$ cat src/design/bae_pkg.sv
// Package for the bitmap allocator: sizes, request and status codes.
// Used by every module of the block; depends on nothing.
package bae_pkg;
  localparam int BITS_MAX   = 1024;
  localparam int WORD_BITS  = 32;
  localparam int WORD_COUNT = (BITS_MAX + WORD_BITS - 1) / WORD_BITS;
  localparam int ADDR_W     = $clog2(WORD_COUNT);
  localparam int BIDX_W     = $clog2(WORD_BITS);

  localparam logic [2:0] FN_GET    = 3'd0;
  localparam logic [2:0] FN_WRITE  = 3'd1;
  localparam logic [2:0] FN_FIRST  = 3'd2;
  localparam logic [2:0] FN_REGION = 3'd3;
  localparam logic [2:0] FN_COUNT  = 3'd4;

  localparam logic [1:0] ST_OK        = 2'd0;
  localparam logic [1:0] ST_NOT_FOUND = 2'd1;
  localparam logic [1:0] ST_BAD       = 2'd2;

  typedef struct packed {
    logic [1:0]  status;
    logic [9:0]  position;
    logic        bit_value;
    logic [10:0] set_count;
  } result_t;
endpackage

$ cat src/design/bae_mem.sv
// Word memory holding the bitmap, one write and one registered read port.
// Depends on bae_pkg.
module bae_mem
  import bae_pkg::*;
(
  input  logic                 clk,
  input  logic                 we,
  input  logic [ADDR_W-1:0]    waddr,
  input  logic [WORD_BITS-1:0] wdata,
  input  logic [ADDR_W-1:0]    raddr,
  output logic [WORD_BITS-1:0] rdata
);
  logic [WORD_BITS-1:0] mem [WORD_COUNT];

  always_ff @(posedge clk) begin
    if (we) begin
      mem[waddr] <= wdata;
    end
    rdata <= mem[raddr];
  end
endmodule

$ cat src/design/bae_seq.sv
// Sequencer: walks the bitmap via a shared compare/count unit, one bit a cycle
// between word reads/write-backs of its buffer. Depends on bae_pkg, bae_mem.
module bae_seq
  import bae_pkg::*;
(
  input  logic        clk,
  input  logic        rst,
  input  logic        start,
  input  logic [2:0]  func,
  input  logic [9:0]  offset,
  input  logic [10:0] run_length,
  input  logic        value,
  input  logic [10:0] size,
  output logic        busy,
  output logic        done,
  output result_t     res
);
  localparam logic [2:0] S_IDLE  = 3'd0;
  localparam logic [2:0] S_CLEAR = 3'd1;
  localparam logic [2:0] S_RD    = 3'd2;
  localparam logic [2:0] S_WAIT  = 3'd3;
  localparam logic [2:0] S_BIT   = 3'd4;
  localparam logic [2:0] S_WB    = 3'd5;
  localparam logic [2:0] S_DONE  = 3'd6;

  logic [2:0]  state;
  logic [2:0]  fn;
  logic [10:0] p, last, len, run, cnt;
  logic        val;
  logic [WORD_BITS-1:0] buffer;
  logic        dirty;
  logic [ADDR_W-1:0] clr;

  logic                 we;
  logic [ADDR_W-1:0]    waddr, raddr;
  logic [WORD_BITS-1:0] wdata, rdata;

  bae_mem u_mem (.clk, .we, .waddr, .wdata, .raddr, .rdata);

  wire [ADDR_W-1:0] paddr = p[BIDX_W+ADDR_W-1:BIDX_W];
  wire [BIDX_W-1:0] pbit  = p[BIDX_W-1:0];
  // p has already stepped past the last bit handled in the buffered word in S_WB
  wire [10:0]       pprev = p - 11'd1;
  wire              cur   = buffer[pbit];
  wire              hit   = (cur == val);
  wire [10:0]       run_n = run + 11'd1;
  wire              eow   = (pbit == BIDX_W'(WORD_BITS - 1));

  always_comb begin
    we    = 1'b0;
    waddr = pprev[BIDX_W+ADDR_W-1:BIDX_W];
    wdata = buffer;
    raddr = paddr;
    if (state == S_CLEAR) begin
      we    = 1'b1;
      waddr = clr;
      wdata = '0;
    end else if (state == S_WB) begin
      we = dirty;
    end
  end

  assign busy = (state != S_IDLE);

  always_ff @(posedge clk) begin
    done <= 1'b0;
    if (rst) begin
      state <= S_CLEAR;
      clr   <= '0;
    end else begin
      unique case (state)
        S_CLEAR: begin
          clr <= clr + 1'b1;
          if (clr == ADDR_W'(WORD_COUNT - 1)) state <= S_IDLE;
        end
        S_IDLE: begin
          if (start) begin
            fn  <= func;
            val <= value;
            len <= run_length;
            run <= '0;
            cnt <= '0;
            dirty <= 1'b0;
            res <= '0;
            state <= S_RD;
            last <= size;
            if (func == FN_COUNT) begin
              p <= '0;
              if (size == 0) state <= S_DONE;
            end else begin
              p <= {1'b0, offset};
              if (func > FN_COUNT || {1'b0, offset} >= size ||
                  (func == FN_WRITE &&
                   ({2'b0, offset} + {1'b0, run_length}) > {1'b0, size}) ||
                  (func == FN_REGION && (run_length == 0 || run_length > size))) begin
                res.status <= ST_BAD;
                state <= S_DONE;
              end else if (func == FN_WRITE) begin
                last <= {1'b0, offset} + run_length;
                if (run_length == 0) state <= S_DONE;
              end else if (func == FN_FIRST || func == FN_REGION) begin
                res.status <= ST_NOT_FOUND;
              end
            end
          end
        end
        S_RD: state <= S_WAIT;
        S_WAIT: begin
          buffer <= rdata;
          state  <= S_BIT;
        end
        S_BIT: begin
          // one bit per cycle through the shared compare
          p <= p + 11'd1;
          unique case (fn)
            FN_GET: begin
              res.bit_value <= cur;
              state <= S_DONE;
            end
            FN_WRITE: begin
              buffer[pbit] <= val;
              dirty <= 1'b1;
            end
            FN_FIRST: begin
              if (hit) begin
                res.status <= ST_OK;
                res.position <= p[9:0];
                state <= S_DONE;
              end
            end
            FN_REGION: begin
              run <= hit ? run_n : '0;
              if (hit && run_n == len) begin
                res.status <= ST_OK;
                res.position <= 10'(p + 11'd1 - len);
                state <= S_DONE;
              end
            end
            default: cnt <= cnt + {10'd0, cur};
          endcase
          if (!(fn == FN_GET) &&
              !(fn == FN_FIRST && hit) &&
              !(fn == FN_REGION && hit && run_n == len)) begin
            if (p + 11'd1 >= last) state <= S_WB;
            else if (eow) state <= S_WB;
          end
        end
        S_WB: begin
          dirty <= 1'b0;
          if (p >= last) begin
            res.set_count <= (fn == FN_COUNT) ? cnt : '0;
            state <= S_DONE;
          end else begin
            state <= S_RD;
          end
        end
        S_DONE: begin
          done  <= 1'b1;
          state <= S_IDLE;
        end
        default: state <= S_IDLE;
      endcase
    end
  end
endmodule

$ cat src/design/bitmap_allocator_engine.sv
// Top level of the first-fit bitmap allocator: stream ports, size register,
// output register. Depends on bae_pkg and bae_seq.
//
//  channel   direction  payload
//  s_axis    in         request: func, offset, run_length, value
//  m_axis    out        result: status, position, bit_value, set_count
//  cfg       in         bit_count
//
// For each word visited a request reads it, loads the word buffer, scans its
// bits one a cycle and writes the word back if changed; then it finishes.
// After reset a clearing pass zeros all 32 words of the memory; no request is
// taken meanwhile. The result holds in an output register until taken; a
// new request is taken once the sequencer is idle and that register is free.
module bitmap_allocator_engine
  import bae_pkg::*;
(
  input  logic        clk,
  input  logic        rst,
  input  logic        s_axis_tvalid,
  output logic        s_axis_tready,
  input  logic [31:0] s_axis_tdata,  // func[2:0] offset[12:3] run_length[23:13] value[24]
  output logic        m_axis_tvalid,
  input  logic        m_axis_tready,
  output logic [23:0] m_axis_tdata,  // status[1:0] position[11:2] bit_value[12] set_count[23:13]
  input  logic        cfg_valid,
  output logic        cfg_ready,
  input  logic [10:0] cfg_data
);
  logic [10:0] bit_count;
  logic [10:0] size;
  logic        busy, done;
  result_t     res;

  assign cfg_ready = 1'b1;
  assign size = (bit_count > 11'(BITS_MAX)) ? 11'(BITS_MAX) : bit_count;
  // hold off while a finished result is on its way into the output register
  assign s_axis_tready = !busy && !done && !m_axis_tvalid;

  always_ff @(posedge clk) begin
    if (rst) begin
      bit_count <= 11'd1024;
    end else if (cfg_valid) begin
      bit_count <= cfg_data;
    end
  end

  bae_seq u_seq (
    .clk, .rst,
    .start      (s_axis_tvalid && s_axis_tready),
    .func       (s_axis_tdata[2:0]),
    .offset     (s_axis_tdata[12:3]),
    .run_length (s_axis_tdata[23:13]),
    .value      (s_axis_tdata[24]),
    .size, .busy, .done, .res
  );

  always_ff @(posedge clk) begin
    if (rst) begin
      m_axis_tvalid <= 1'b0;
    end else if (done) begin
      m_axis_tvalid <= 1'b1;
      m_axis_tdata  <= {res.set_count, res.bit_value, res.position, res.status};
    end else if (m_axis_tready) begin
      m_axis_tvalid <= 1'b0;
    end
  end
endmodule

$ cat config.mk
export PLATFORM = sky130hd
export DESIGN_NAME = bitmap_allocator_engine
export DESIGN_NICKNAME = d
export VERILOG_FILES = /design/src/design/bae_pkg.sv /design/src/design/bae_mem.sv /design/src/design/bae_seq.sv /design/src/design/bitmap_allocator_engine.sv
export SDC_FILE = /design/constraint.sdc
export NUM_CORES = 1
export LEC_CHECK = 0
export ABC_CLOCK_PERIOD_IN_PS = 5600
export CORE_ASPECT_RATIO = 0.5
export CORE_UTILIZATION = 53
export CTS_BUF_LIST = sky130_fd_sc_hd__clkbuf_16
export DETAILED_ROUTE_END_ITERATION = 8
export DONT_BUFFER_PORTS = 1
export PLACE_DENSITY = 0.75
export SLEW_MARGIN = 20
export SYNTH_ARGS = -nofsm -noshare
export SYNTH_HDL_FRONTEND = slang
export SYNTH_HIERARCHICAL = 1
export SYNTH_SLANG_ARGS = --single-unit
$ cat constraint.sdc
create_clock -name clk -period 5.6 [get_ports clk]
set_input_delay 0.56 -clock clk [delete_from_list [all_inputs] [get_ports clk]]
set_output_delay 0.56 -clock clk [all_outputs]
set_load 0.01 [all_outputs]
After elaboration in Yosys (flattened, before gate mapping):

Memory sizes are Yosys's and may differ from the RTL's. A register that Yosys moved wholly into a read port is not among the register bits.
Index checks and enable logic that the tools add are counted.
W data, S select, Z words.

* memory bits (read-only): 0
* word-level logic and storage cells: 171
* output and inout port bits: 27
* register bits after elaboration: 161
* bits in latches: 0
* bits in writable memories: 1024
* input bits: 48
* memories kept: 1

* mux-type cells: 60
* multiply operators: 0
* order comparisons: 9
* reduce and logical (&&, ||, !) cells: 45
* bitwise logic cells: 1
* shifts and indexed selects: 0
* div/mod/pow operators: 0
* equality and inequality tests: 28
* add/sub/neg operators: 8

Memory list
* u_seq.u_mem.mem: words 32, width 32, read ports 1, clocked after Yosys merged registers in 1, write ports 1, line bae_mem.sv:13 `logic [WORD_BITS-1:0] mem [WORD_COUNT];`

Operators by type and width (count)
* $mux W11: 11
* $pmux W11 S2: 4
* $mux W32: 2
* $pmux W32 S2: 1
* $mux W3: 13
* $bwmux W32: 1
* $pmux W13 S2: 1
* $mux W12: 2
* $mux W24: 1
* $pmux W12 S2: 1
* $add A11 B1 Y11 const B: 2
* $ge A11 B11 Y1: 2
* $logic_not A11 Y1: 2
* $reduce_and A4 Y1: 5
* $eq A3 B2 Y1 const B: 6
* $pmux W3 S6: 1
* $eq A3 B3 Y1 const B: 5
* $mux W1: 13
* $add A10 B11 Y12: 1
* $gt A12 B11 Y1: 1
* $logic_and A1 B1 Y1: 12
* $add A10 B11 Y11: 1
* $add A11 B1 Y11: 1
* $eq A11 B11 Y1: 1
* other kinds (33): 61

Longest topological paths before layout:

* depth after elaboration: 10
* depth in mapped cells: 16

By module:

The synthesis kept the hierarchy.

By module, submodules not included
* bae_mem: cells an instance 2260, instances 1, area each 40492.6 µm²
* bae_seq: cells an instance 946, instances 1, area each 9007.4 µm²
* bitmap_allocator_engine: cells an instance 80, instances 1, area each 1249.9 µm²

Worst setup path before layout:

Ideal clock, no wire load.

* kind: reg2reg
* from: register u_seq.p[0]
* to: memory u_seq.u_mem.mem[10][0] (enable)
* stages on the path, launching flop included: 12
* slack: 1126 ps
* required time: 5179 ps
* setup time: 421 ps
* data arrival time: 4052 ps
* path buffers: 3
* cell sequence: edfxtp_1 buf_1 buf_2 inv_1 ha_1 buf_1 nand2_1 nor4_1 xnor2_1 o21ai_1 or3b_2 nor2_1

* cells in the longest elaborated chain, start to end: 2

RTL lines
* start: declaration: line bae_seq.sv:28 `logic [10:0] p, last, len, run, cnt;`
* start signal: assignment: line bae_seq.sv:91 `p <= {1'b0, offset};`
* start signal: assignment: line bae_seq.sv:114 `p <= p + 11'd1;`
* $sub A10 B1 Y10: line bae_seq.sv:43 `wire [10:0] pprev = p - 11'd1;`
* $mux W5: line bae_seq.sv:54 `if (state == S_CLEAR) begin`
* named net u_seq.waddr[3]: line bae_seq.sv:35 `logic [ADDR_W-1:0] waddr, raddr;`
* end: declaration: line bae_mem.sv:13

The timed path passes the listed nets, and every way through them passes these cells.

Worst setup path after layout:

* from: register u_seq.state[0]
* to: memory u_seq.u_mem.mem[4][28] (enable)

RTL lines
* start: declaration: line bae_seq.sv:26 `logic [2:0] state;`
* start signal: assignment: line bae_seq.sv:68 `state <= S_CLEAR;`
* start signal: assignment: line bae_seq.sv:74 `if (clr == ADDR_W'(WORD_COUNT - 1)) state <= S_IDLE;`
* start signal: assignment: line bae_seq.sv:85 `state <= S_RD;`
* $eq A3 B1 Y1: line bae_seq.sv:54
* $mux W5: line bae_seq.sv:54
* named net u_seq.waddr[1]: line bae_seq.sv:35

The timed path passes the listed nets, and every way through them passes these cells.

==> flow_metrics.py <==
metrics = {
    "power_and_ir_drop": {
        "p_leak_nw": 20.3,
        "ir_worst_vdd_uv": 235,
        "power.density_nw_per_um2": 311,
        "finalPower_w": 0.0175,
    },
    "clocking": {
        "clock_path_buffers": 3,
        "h-tree-depth": 3,
        "clkSinkCount": 1217,
        "cts_tree": "yes",
        "cts_setup_buffers": 0,
        "cts_buffers": 105,
        "ctsResizeCount": 0,
        "clkLatencyLatePin_ns": 0.72,
        "clockRootBuffer": "clkbuf_16",
        "clk_pin_slew_ns": 0.06,
    },
    "setup_path": {
        "path_class": "flop to flop",
        "end_kind": "flop",
        "crit_fanout": 35,
        "worst_ep_required_time_ns": 6.00,
        "crit_arrival_ns": 4.61,
        "start_kind": "flop",
    },
    "grt": {
        "antenna_found_initial": 1,
        "grt_pass1_wl_microns": 178000,
        "overflow": 0,
        "grt_pass1_vias": 28076,
        "grt_max_degree": 140,
        "grtUsageTotal_pct": 24.6,
    },
    "floorplanning": {
        "die-area_sq_um": 97100,
        "io_pins": 75,
        "initial_core_util_pct": 54.0,
        "rows": 79,
        "fp.dieH_microns": 221,
        "core_sq_um": 93900,
        "die_width_microns": 440,
    },
    "layout": {
        "seqCellArea_sq_um": 36000,
        "fillCellCount": 6718,
        "drive_gt1_share_pct": 10.2,
        "nets": 3469,
        "final_common_cell": "edfxtp_1",
        "diodes": 0,
        "syn2layout_area_growth_pct": 11.0,
        "mostFrequentLayoutCells": "1164 x edfxtp_1, 527 x mux2i_1, 193 x nand2_1, 158 x a21oi_1, 125 x nand3_1",
        "multi_input_area_sq_um": 14000,
    },
    "routing": {
        "wl_per_cell_microns": 25.7,
        "firstDrtPassIters": 7,
        "vias": 28968,
        "drtIter0Drc": 3794,
        "drc": 0,
        "vias_per_cell": 6.19,
        "drt_wl_total_microns": 120000,
        "ant_nets": 0,
    },
    "placed_design": {
        "gp_congestion": 0.906,
        "numPortBuffers": 0,
        "pre_cts_ws_ns": 0.930,
        "dpl.hpwl_microns": 70100,
    },
    "sta": {
        "tightest_slew_ns": 1.11,
        "grt_setup_unrepaired": "false",
        "layout_setup_ws_ns": 1.39,
        "drv_slew": 0,
        "setup_viol": 0,
        "relSlewSlack_pct": 26.0,
        "skew_ns": 0.0498,
        "tns_ns": 0,
        "finalHoldViolations": 0,
        "hold_slack_ns": 0.0366,
        "min_period_ns": 4.21,
        "fmax_ghz": 0.238,
        "timing.final.crit_share_pct": 75.2,
    },
    "logic_synthesis": {
        "synthTopCellsByArea": "edfxtp_1 69%, mux2i_1 10%, dfxtp_1 2.1%, ha_1 2.0%, a21oi_1 1.6%",
        "synth_area_sq_um": 50700,
        "synth_warnings": 6,
        "ys_ff_latch": 1217,
        "synthArstFlopShare_pct": 0,
        "avgSynthCellArea_sq_um": 15.4,
        "synth.distinct_cells": 75,
        "yosysSeqAreaShare_pct": 71.0,
        "syn_nets": 3419,
        "synth_top_area_cell": "edfxtp_1",
        "dominantRegCellSynth": "edfxtp_1",
        "synth_top_area_share_pct": 68.9,
        "synth_edf_count": 1164,
        "postSynthCellCount": 3286,
    },
    "min_path": {
        "min_path_type": "input port to flop",
    },
    "outcome": {
        "outcome": "complete, no violations",
    },
    "flow_run": {
        "drv_cap": 0,
    },
}
[stage by stage]
step / util, % / cell area [sq um] / std cells
3_5_place_dp: 56.0 / 52600 / 4459
6_report: 60.0 / 56400 / 4683
4_1_cts: 59.9 / 56300 / 4683
3_3_place_gp: 56.0 / 52600 / 4459
2_1_floorplan: - / 50700 / 3286
5_1_grt: 60.0 / 56400 / 4683
[cell usage after synthesis (9+ instances only)]
cell type  count
nor2b_1       43
xnor2_1       38
buf_1         14
a22oi_1       97
nand3_1      125
buf_4         35
mux2i_1      527
a21oi_1      160
buf_6         17
o21ai_0       15
nor4_1        13
inv_1         47
nor3_1        47
a22o_1        73
edfxtp_1    1164
a31oi_1       35
dfxtp_1       53
nand2_1      194
nor2_1       144
xor2_1        17
ha_1          83
a211oi_1      12
mux2_4        10
clkbuf_1      79
buf_2         32
nand2b_1      10
and2_1        21
and3_1         9
o21ai_1       46
[cell families (layout without fill, tap and decap cells)]
kind of cell,count (synthesis),after routing,share of synthesized area (%)
xor+xnor,59,59,1.13
buf+inv,229,371,2.30
fa+ha+maj,85,85,2.13
other cells,1,1,0.00739
compound gates,491,491,6.37
simple gates,655,655,6.11
mux,549,549,11.0
flops,1217,1217,71.0
[layout make-up]
class                           instances  area share [%]
Timing Repair Buffer                  122            2.05
Clock inverter                         92            1.36
Inverter                               50           0.333
Multi-Input combinational cell       1840            24.8
Tap cell                             1255            2.79
Clock buffer                          107            4.75
Sequential cell                      1217            63.9
[routing by layer]
layer	global-route usage (%)	share of wire (%)	vias to the layer above
met5	0	0	-
met4	6.70	2.3	0
li1	-	-	12764
met1	36.1	42	14567
met2	37.6	45	1440
met3	4.97	10	197
[repair_timing]
| item | 4_1_cts | 5_1_grt |
|---|---|---|
| endpoints found under the setup margin | 0 | 0 |
| hold endpoints to repair | 35 | 0 |
| hold buffers | 25 | 0 |
[path summary, 6_finish.rpt]
check                      start  slack (ns)                     end  cells after the start
hold / removal       cfg_data[5]        0.04            bit_count[5]                      2
hold reg to reg    u_seq/res[15]        0.41         m_axis_tdata[5]                      0
setup reg to reg  u_seq/state[0]        1.39  u_seq/u_mem/mem[4][28]                      7
setup / recovery  u_seq/state[0]        1.39  u_seq/u_mem/mem[4][28]                      7
[report_power, final]
| group | internal [W] | switching, W | total [W] |
|---|---|---|---|
| registers | 0.00992 | 0.0000248 | 0.00995 |
| logic | 0.000126 | 0.000221 | 0.000347 |
| clock network | 0.00396 | 0.00328 | 0.00724 |
[registers in the layout (all words and copies together), names as in the netlist, 3 cells and up]
| signal | flops |
|---|---|
| bit_count | 11 |
| m_axis_tdata | 24 |
| u_seq/buffer | 32 |
| u_seq/clr | 5 |
| u_seq/cnt | 11 |
| u_seq/fn | 3 |
| u_seq/last | 11 |
| u_seq/len | 11 |
| u_seq/p | 11 |
| u_seq/res | 24 |
| u_seq/run | 11 |
| u_seq/state | 3 |
| u_seq/u_mem/mem | 1024 |
| u_seq/u_mem/rdata | 32 |
[worst max-delay path, stage by stage (launching register included)]
cell,delay (ns)
dfxtp_1,0.57
nand2b_1,0.18
nor2_4,0.33
buf_4,0.59
o21ai_1,0.24
or3b_2,0.74
nor2_4,0.89
buf_4,0.37
Power figures use the tool's default switching activity.
